<file path="src/hw/rtl/ffd_pkg.sv">
// ---------------------------------------------------------------------------
// ffd_pkg
// Constants shared by the free-fall detector and its checker.
// ---------------------------------------------------------------------------
package ffd_pkg;

  // phase codes
  localparam logic [1:0] PH_FIRST = 2'd0;
  localparam logic [1:0] PH_WAIT  = 2'd1;
  localparam logic [1:0] PH_FALL  = 2'd2;
  localparam logic [1:0] PH_DONE  = 2'd3;

  // tick mark codes
  localparam logic [1:0] TICK_NONE = 2'd0;
  localparam logic [1:0] TICK_WAIT = 2'd1;
  localparam logic [1:0] TICK_FALL = 2'd2;

  // configuration port
  localparam int unsigned CFG_IDX_W  = 3;
  localparam int unsigned CFG_DATA_W = 32;
  localparam logic [CFG_IDX_W-1:0] CFG_FREE_FALL_LEVEL = 3'd0;
  localparam logic [CFG_IDX_W-1:0] CFG_IMPACT_LEVEL    = 3'd1;
  localparam logic [CFG_IDX_W-1:0] CFG_TICK_PERIOD     = 3'd2;
  localparam logic [CFG_IDX_W-1:0] CFG_TICK_WINDOW     = 3'd3;
  localparam logic [CFG_IDX_W-1:0] CFG_TICK_REARM      = 3'd4;

  localparam logic [31:0] RST_FREE_FALL_LEVEL = 32'd167772;
  localparam logic [31:0] RST_IMPACT_LEVEL    = 32'd150994944;
  localparam logic [15:0] RST_TICK_PERIOD     = 16'd700;
  localparam logic [15:0] RST_TICK_WINDOW     = 16'd30;
  localparam logic [15:0] RST_TICK_REARM      = 16'd50;

  // distance = (d*d*DIST_SCALE) >> DIST_SHIFT mm
  localparam logic [12:0] DIST_SCALE = 13'd5143;
  localparam int unsigned DIST_SHIFT = 20;

  localparam int unsigned TIME_W = 32;
  localparam int unsigned DUR_W  = 16;
  localparam int unsigned DIST_W = 25;

  // result tdata layout
  localparam int unsigned OUT_MARK_LSB  = 0;
  localparam int unsigned OUT_START_BIT = 2;
  localparam int unsigned OUT_END_BIT   = 3;
  localparam int unsigned OUT_DUR_LSB   = 4;
  localparam int unsigned OUT_DIST_LSB  = OUT_DUR_LSB + DUR_W;
  localparam int unsigned OUT_PHASE_LSB = OUT_DIST_LSB + DIST_W;
  localparam int unsigned OUT_USED_W    = OUT_PHASE_LSB + 2;
  localparam int unsigned OUT_W         = ((OUT_USED_W + 7) / 8) * 8;

endpackage

</file>
<file path="src/hw/rtl/free_fall_detector.sv">
// ---------------------------------------------------------------------------
// free_fall_detector
// Free-fall detection on timestamped three-axis samples, one shared
// multiplier and a bit-serial modulo unit under a small sequencer.
// ---------------------------------------------------------------------------
// channel   dir  handshake               payload
// s_axis    in   tvalid/tready           time_ms, accel_x, accel_y, accel_z
// m_axis    out  tvalid/tready           tick_mark .. phase_now
// cfg       in   cfg_we_i (no wait)      cfg_idx_i, cfg_data_i
//
// Per transaction: accept, the squares on the shared multiplier, the modulo
// (one quotient bit a cycle; skipped when the period register is zero),
// evaluate, the distance products when the fall ends, then load the
// output.
// Output register frees the core once loaded; a stalled result holds the
// core only at its final cycle. Reset is asynchronous and restores defaults.
// ---------------------------------------------------------------------------
module free_fall_detector #(
  parameter int unsigned ACCEL_WIDTH = 16
) (
  input  logic                              clk_i,
  input  logic                              rst_ni,
  input  logic                              s_axis_tvalid,
  output logic                              s_axis_tready,
  // time_ms, accel_x, accel_y, accel_z, zero fill
  input  logic [((32+3*ACCEL_WIDTH+7)/8)*8-1:0] s_axis_tdata,
  output logic                              m_axis_tvalid,
  input  logic                              m_axis_tready,
  // tick_mark, fall_started, fall_ended, fall_duration, fall_distance,
  // phase_now, zero fill
  output logic [ffd_pkg::OUT_W-1:0]         m_axis_tdata,
  input  logic                              cfg_we_i,
  input  logic [ffd_pkg::CFG_IDX_W-1:0]     cfg_idx_i,
  input  logic [ffd_pkg::CFG_DATA_W-1:0]    cfg_data_i
);
  import ffd_pkg::*;

  localparam int unsigned AW   = ACCEL_WIDTH;
  localparam int unsigned MW   = (AW > 32) ? AW : 32;
  localparam int unsigned SQW  = 2 * AW;
  localparam int unsigned MAGW = SQW + 2;
  localparam int unsigned CMPW = (MAGW > 32) ? MAGW : 32;

  localparam logic [2:0] S_IDLE = 3'd0;
  localparam logic [2:0] S_SQR  = 3'd1;
  localparam logic [2:0] S_MOD  = 3'd2;
  localparam logic [2:0] S_EVAL = 3'd3;
  localparam logic [2:0] S_MUL1 = 3'd4;
  localparam logic [2:0] S_MUL2 = 3'd5;
  localparam logic [2:0] S_FIN  = 3'd6;

  logic [2:0]           state_q, state_d;
  logic [4:0]           cnt_q, cnt_d;
  logic [31:0]          ffl_q, imp_q;
  logic [15:0]          per_q, win_q, rearm_q;
  logic [1:0]           phase_q, phase_d;
  logic                 td_q, td_d;
  logic [TIME_W-1:0]    start_q, start_d;
  logic [TIME_W-1:0]    t_q;
  logic [AW-1:0]        ax_q, ay_q, az_q;
  logic [MAGW-1:0]      acc_q, acc_d;
  logic [2*MW-1:0]      prod_q, prod_d;
  logic [15:0]          rem_q, rem_d;
  logic [1:0]           mark_q, mark_d, now_q, now_d;
  logic                 started_q, started_d, ended_q, ended_d;
  logic [DUR_W-1:0]     dur_q, dur_d;
  logic                 m_valid_q;
  logic [OUT_W-1:0]     m_data_q;

  logic [AW-1:0]        sel_axis, abs_axis;
  logic [MW-1:0]        mul_a, mul_b;
  logic [2*MW-1:0]      mul_p;
  logic [16:0]          rem_sh;
  logic                 in_acc, fin_go;

  logic                 fire_w, fire_f, td_w, td_in, td_f, fall_now;
  logic                 below, above;
  logic [TIME_W-1:0]    elapsed;
  logic [DIST_W-1:0]    dist_mm;

  assign s_axis_tready = (state_q == S_IDLE);
  assign in_acc        = s_axis_tvalid && s_axis_tready;
  assign fin_go        = (state_q == S_FIN) && (!m_valid_q || m_axis_tready);

  // shared multiplier operand select
  always_comb begin
    case (cnt_q[1:0])
      2'd0:    sel_axis = ax_q;
      2'd1:    sel_axis = ay_q;
      default: sel_axis = az_q;
    endcase
    abs_axis = sel_axis[AW-1] ? (~sel_axis + 1'b1) : sel_axis;
    case (state_q)
      S_MUL1: begin
        mul_a = MW'(dur_q);
        mul_b = MW'(dur_q);
      end
      S_MUL2: begin
        mul_a = prod_q[MW-1:0];
        mul_b = MW'(DIST_SCALE);
      end
      default: begin
        mul_a = MW'(abs_axis);
        mul_b = MW'(abs_axis);
      end
    endcase
  end
  assign mul_p  = mul_a * mul_b;
  assign rem_sh = {rem_q, t_q[cnt_q]};

  // level compares and tick rule
  always_comb begin
    below    = CMPW'(acc_q) < CMPW'(ffl_q);
    above    = CMPW'(acc_q) > CMPW'(imp_q);
    fire_w   = (rem_q < win_q) && !td_q;
    td_w     = (td_q || fire_w) && !(rem_q > rearm_q);
    fall_now = (phase_q == PH_FALL) || ((phase_q == PH_WAIT) && below);
    td_in    = (phase_q == PH_WAIT) ? 1'b0 : td_q;
    fire_f   = (rem_q < win_q) && !td_in;
    td_f     = (td_in || fire_f) && !(rem_q > rearm_q);
    elapsed  = t_q - ((phase_q == PH_WAIT) ? t_q : start_q);
  end

  always_comb begin
    state_d   = state_q;
    cnt_d     = cnt_q;
    acc_d     = acc_q;
    prod_d    = prod_q;
    rem_d     = rem_q;
    phase_d   = phase_q;
    td_d      = td_q;
    start_d   = start_q;
    mark_d    = mark_q;
    now_d     = now_q;
    started_d = started_q;
    ended_d   = ended_q;
    dur_d     = dur_q;
    case (state_q)
      S_IDLE: begin
        if (in_acc) begin
          state_d = S_SQR;
          cnt_d   = '0;
          acc_d   = '0;
        end
      end
      S_SQR: begin
        if (cnt_q[1:0] != 2'd3) prod_d = mul_p;
        if (cnt_q[1:0] != 2'd0) acc_d = acc_q + MAGW'(prod_q[SQW-1:0]);
        if (cnt_q[1:0] == 2'd3) begin
          state_d = S_MOD;
          cnt_d   = 5'd31;
          rem_d   = '0;
        end else begin
          cnt_d = cnt_q + 5'd1;
        end
      end
      S_MOD: begin
        if (per_q == '0) begin
          rem_d   = t_q[15:0];
          state_d = S_EVAL;
        end else begin
          rem_d = (rem_sh >= {1'b0, per_q}) ? 16'(rem_sh - {1'b0, per_q}) : rem_sh[15:0];
          if (cnt_q == '0) state_d = S_EVAL;
          else             cnt_d = cnt_q - 5'd1;
        end
      end
      S_EVAL: begin
        now_d     = phase_q;
        mark_d    = TICK_NONE;
        started_d = 1'b0;
        ended_d   = 1'b0;
        dur_d     = '0;
        case (phase_q)
          PH_FIRST: phase_d = PH_WAIT;
          PH_WAIT: begin
            if (fire_w) mark_d = TICK_WAIT;
            td_d = td_w;
            if (below) begin
              started_d = 1'b1;
              start_d   = t_q;
              phase_d   = PH_FALL;
            end
          end
          default: ;
        endcase
        if (fall_now) begin
          if (fire_f) mark_d = TICK_FALL;
          td_d = td_f;
          if (above) begin
            ended_d = 1'b1;
            dur_d   = (elapsed > TIME_W'({DUR_W{1'b1}})) ? {DUR_W{1'b1}}
                                                         : elapsed[DUR_W-1:0];
            phase_d = PH_DONE;
          end
        end
        state_d = (fall_now && above) ? S_MUL1 : S_FIN;
      end
      S_MUL1: begin
        prod_d  = mul_p;
        state_d = S_MUL2;
      end
      S_MUL2: begin
        prod_d  = mul_p;
        state_d = S_FIN;
      end
      S_FIN: begin
        if (fin_go) state_d = S_IDLE;
      end
      default: state_d = S_IDLE;
    endcase
  end

  assign dist_mm = ended_q ? prod_q[DIST_SHIFT +: DIST_W] : '0;

  always_ff @(posedge clk_i or negedge rst_ni) begin
    if (!rst_ni) begin
      state_q   <= S_IDLE;
      cnt_q     <= '0;
      phase_q   <= PH_FIRST;
      td_q      <= 1'b0;
      start_q   <= '0;
      ffl_q     <= RST_FREE_FALL_LEVEL;
      imp_q     <= RST_IMPACT_LEVEL;
      per_q     <= RST_TICK_PERIOD;
      win_q     <= RST_TICK_WINDOW;
      rearm_q   <= RST_TICK_REARM;
      m_valid_q <= 1'b0;
    end else begin
      state_q <= state_d;
      cnt_q   <= cnt_d;
      phase_q <= phase_d;
      td_q    <= td_d;
      start_q <= start_d;
      if (cfg_we_i) begin
        case (cfg_idx_i)
          CFG_FREE_FALL_LEVEL: ffl_q   <= cfg_data_i[31:0];
          CFG_IMPACT_LEVEL:    imp_q   <= cfg_data_i[31:0];
          CFG_TICK_PERIOD:     per_q   <= cfg_data_i[15:0];
          CFG_TICK_WINDOW:     win_q   <= cfg_data_i[15:0];
          CFG_TICK_REARM:      rearm_q <= cfg_data_i[15:0];
          default: ;
        endcase
      end
      if (fin_go)             m_valid_q <= 1'b1;
      else if (m_axis_tready) m_valid_q <= 1'b0;
    end
  end

  always_ff @(posedge clk_i) begin
    if (in_acc) begin
      t_q  <= s_axis_tdata[TIME_W-1:0];
      ax_q <= s_axis_tdata[TIME_W +: AW];
      ay_q <= s_axis_tdata[TIME_W+AW +: AW];
      az_q <= s_axis_tdata[TIME_W+2*AW +: AW];
    end
    acc_q     <= acc_d;
    prod_q    <= prod_d;
    rem_q     <= rem_d;
    mark_q    <= mark_d;
    now_q     <= now_d;
    started_q <= started_d;
    ended_q   <= ended_d;
    dur_q     <= dur_d;
    if (fin_go) begin
      m_data_q <= {{(OUT_W-OUT_USED_W){1'b0}}, now_q, dist_mm, dur_q, ended_q, started_q,
                   mark_q};
    end
  end

  assign m_axis_tvalid = m_valid_q;
  assign m_axis_tdata  = m_data_q;

endmodule

</file>
<file path="config.mk">
export PLATFORM = sky130hd
export DESIGN_NAME = free_fall_detector
export DESIGN_NICKNAME = d
export VERILOG_FILES = /design/src/hw/rtl/ffd_pkg.sv /design/src/hw/rtl/free_fall_detector.sv
export SDC_FILE = /design/constraint.sdc
export NUM_CORES = 2
export LEC_CHECK = 0
export ABC_AREA = 1
export BUFFER_PORTS_ARGS = -buffer_cell sky130_fd_sc_hd__buf_2
export CELL_PAD_IN_SITES_DETAIL_PLACEMENT = 0
export CELL_PAD_IN_SITES_GLOBAL_PLACEMENT = 2
export CORE_UTILIZATION = 36
export CTS_CLUSTER_SIZE = 30
export DETAILED_ROUTE_END_ITERATION = 10
export GPL_TIMING_DRIVEN = 0
export PLACE_DENSITY = 0.87
export SLEW_MARGIN = 20
export SYNTH_ARGS = -nofsm -noshare
export SYNTH_HDL_FRONTEND = slang
export SYNTH_SLANG_ARGS = --single-unit
</file>
<file path="constraint.sdc">
create_clock -name clk_i -period 7.9 [get_ports clk_i]
set_input_delay 1.58 -clock clk_i [delete_from_list [all_inputs] [get_ports clk_i]]
set_output_delay 1.58 -clock clk_i [all_outputs]
set_load 0.02 [all_outputs]
</file>
==> results.json <==
{
  "crit_type": "reg -> reg",
  "worst_setup_path_end_kind": "flip-flop",
  "clock_sinks": 400,
  "antenna_violating_nets_remaining": 0,
  "final_layout_size_suffix_gt1_frac": 0.161,
  "min_path_type": "reg -> reg",
  "timing.final.setup_violations": 0,
  "area_taken_by_multi_input_logic_gates_um2": 25600,
  "critPathLaunchType": "flip-flop",
  "htree_levels": 2,
  "critical_path.most_common_cell": "nand2_2",
  "gr-total-overflow": 0,
  "drc_marker_count_from_the_first_detailed_route_iteration": 2169,
  "regArea_um2": 11300,
  "grt_antenna_before_repair": 8,
  "chipWidth_um": 331,
  "transition_time_at_the_pin_with_the_least_slew_margin_ns": 1.15,
  "layout_worst_path_cycle_share": 0.997,
  "whs_path_depth": 0,
  "dpl.hpwl_um": 101000,
  "r2r_cells": 40,
  "finalNonFillerCells": 6563,
  "synth-edff-count": 244,
  "setup.worst_path.start": "cnt_q[0]",
  "worst_skew_pair.late_latency_ns": 0.64,
  "tritoncts": "done",
  "post-place-cells": 6343,
  "post-route-min-period_ns": 7.88,
  "floorplan.io_pins": 170,
  "critical_path.max_fanout": 9,
  "post_route_drc": 0,
  "floorplan.die_area_um2": 109000,
  "critical_path_required_ns": 8.26,
  "hold_viol": 0,
  "max_cap_viol_count": 0,
  "drt_first_pass_iters": 8,
  "io_buffer_count": 168,
  "first_global_vias": 32100,
  "slew_headroom": 0.232,
  "synth-seq-area-share": 0.290,
  "grtUsageTotal": 0.233,
  "cts.clk_slew.worst_paths_ns": 0.06,
  "std_cell_rows": 120,
  "unrepaired_setup_endpoints_after_global_routing": "true",
  "worstHoldStart": "mark_q[1]",
  "grt_max_degree": 86,
  "post_layout_net_count": 5941,
  "syn-mean-instance-area_um2": 8.44,
  "wirelength_um": 125000,
  "synth_largest_type_area_fraction": 0.216,
  "post_cts_hold_buffer_count": 0,
  "globalplace.congestion": 0.935,
  "timing.rr.start": "cnt_q[0]",
  "synth_top_cells_by_area": "fa_1 22%, edfxtp_1 19%, inv_1 9.8%",
  "ys_dominant_reg_cell": "edfxtp_1",
  "mappedNetlistArea_um2": 38900,
  "route.vias.total": 32100,
  "numCtsBuffers": 47,
  "drt-vias-per-instance": 4.88,
  "cell_count_after_synthesis": 4610,
  "timing.critical_path.slowest_cell_delay_ns": 0.58,
  "ys_seq_elements": 400,
  "final_hold_slack_ns": 0.422,
  "initial_cell_density_of_the_core": 0.363,
  "final-max-slew-violation-count": 0,
  "grt_first_pass_wirelength_um": 191000,
  "fin_skew_ns": 0.0331,
  "ctsRootBufferMaster": "clkbuf_16",
  "clock_path_buffers": 3,
  "critical_path.slowest_cell": "fa_2",
  "post_drt_wl_per_cell_um": 19.1,
  "synth.yosys.warnings": 0,
  "clock.fmax_mhz": 127,
  "die_y_um": 331,
  "core-area_um2": 107000,
  "run_status": "finished clean",
  "timing.critical_path.arrival_ns": 8.24,
  "synth_area_leader_cell": "fa_1",
  "fillCellCount": 10800,
  "synth_cell_types": 62,
  "async_reset_ff_frac": 0.390,
  "syn_to_final_growth_pct": 21.0
}
what timing repair did:
item                                    in CTS  in global routing
resized for setup                          207                282
endpoints found under the setup margin      37                 31
pin swaps                                   50                119
buffers inserted                            64                 67
cloned                                       1                  1
synthesized netlist by cell type (10+ instances only):
| master | number |
|---|---|
| o21a_1 | 16 |
| nor2_2 | 26 |
| edfxtp_1 | 244 |
| nand3_1 | 122 |
| nand2_2 | 23 |
| clkbuf_1 | 48 |
| o21bai_1 | 32 |
| buf_2 | 19 |
| o211ai_1 | 11 |
| nor3_1 | 21 |
| xnor2_1 | 34 |
| buf_6 | 11 |
| nand2_1 | 1012 |
| nand4_1 | 52 |
| a21oi_1 | 233 |
| ha_1 | 282 |
| a31oi_1 | 17 |
| xor2_1 | 35 |
| dfstp_2 | 25 |
| nor2_1 | 288 |
| a22o_1 | 14 |
| dfrtp_1 | 131 |
| fa_1 | 419 |
| nor4_1 | 10 |
| o21ai_0 | 323 |
| inv_1 | 1019 |
| a21o_1 | 14 |
| inv_2 | 16 |
routing by layer:
| metal | up-vias | GRT usage | wire length [µm] |
|---|---|---|---|
| met5 | - | 0 | 21 |
| met1 | 15500 | 0.334 | 57500 |
| met2 | 1002 | 0.355 | 54500 |
| li1 | 15300 | - | - |
| met3 | 169 | 0.0486 | 9890 |
| met4 | 4 | 0.0597 | 3300 |
state kept, by name, summed over array words and instances (netlist names), 3 cells and up:
register	count
t_q	32
rearm_q	16
start_q	32
per_q	16
az_q	16
win_q	16
ffl_q	32
ax_q	16
dur_q	16
acc_q	34
cnt_q	5
ay_q	16
rem_q	16
state_q	3
imp_q	32
prod_q	45
m_axis_tdata	47
area by class of cell:
| type | instances | share of cell area |
|---|---|---|
| multi-input cells | 3243 | 0.543 |
| flip-flops and latches | 400 | 0.239 |
| inverters | 1038 | 0.0847 |
| repair buffers | 308 | 0.0484 |
| well taps | 1403 | 0.0373 |
| clock buffers | 56 | 0.0273 |
| plain buffers | 82 | 0.0118 |
| clock inverters | 32 | 0.00795 |
| diodes | 1 | 0.0000532 |
critical path, delay by kind of cell, from the launching register on:
kind,cells,cell delay [ns]
buf+inv,11,1.08
simple gates,16,1.59
compound gates,5,0.90
fa+ha+maj,8,3.63
flops,1,0.39
stage by stage:
step                utilization  TNS (ns)  setup WS, ns  area, µm²
detailed placement        0.395    -49.90         -1.92      42300
global route              0.440     -1.92        -0.217      47100
finish                    0.440         0        0.0247      47100
CTS                       0.425         0       0.00146      45500
floorplan                     -         0         0.264      39500
global placement          0.393    -49.47         -1.83      42100
kinds of logic (layout without fill, tap and decap cells):
group	Yosys count	count (layout)	share of synthesized area
AND/OR/NAND/NOR	1609	1610	0.175
buffers and inverters	1121	1516	0.112
AO/OA/AOI/OAI	708	708	0.102
adder cells (fa/ha/maj)	701	701	0.306
flip-flops	400	400	0.290
XOR/XNOR	69	69	0.0155
other	2	156	0.000193
cells in the final DEF (no fill, tap or decap), types with 24 or more instances in the layout:
cell type	n
nand4_1	52
ha_1	258
nand2_1	957
nand3_1	107
a21oi_1	207
inv_2	41
nor2_2	43
inv_1	978
edfxtp_1	244
a21oi_4	24
fa_1	398
dfrtp_1	131
xnor2_1	34
o21ai_0	304
dfstp_2	25
buf_6	25
clkbuf_16	50
buf_2	178
clkbuf_1	48
nor2_4	28
nor2_1	250
nand2_4	27
xor2_1	31
conb_1	155
buf_4	106
nand2_2	50
o21bai_1	28
worst paths after layout:
check                                       end  slack, ns
worst max-delay path                 prod_q[36]       0.02
worst min-delay path            m_axis_tdata[1]       0.42
worst max register to register       prod_q[36]       0.02
worst min register to register  m_axis_tdata[1]       0.42
max in group asynchronous           start_q[28]       6.04
min in group asynchronous            rearm_q[2]       0.98
Power is not shown: default switching activity piles up to over one toggle a cycle in this logic, so the estimate is an artifact.
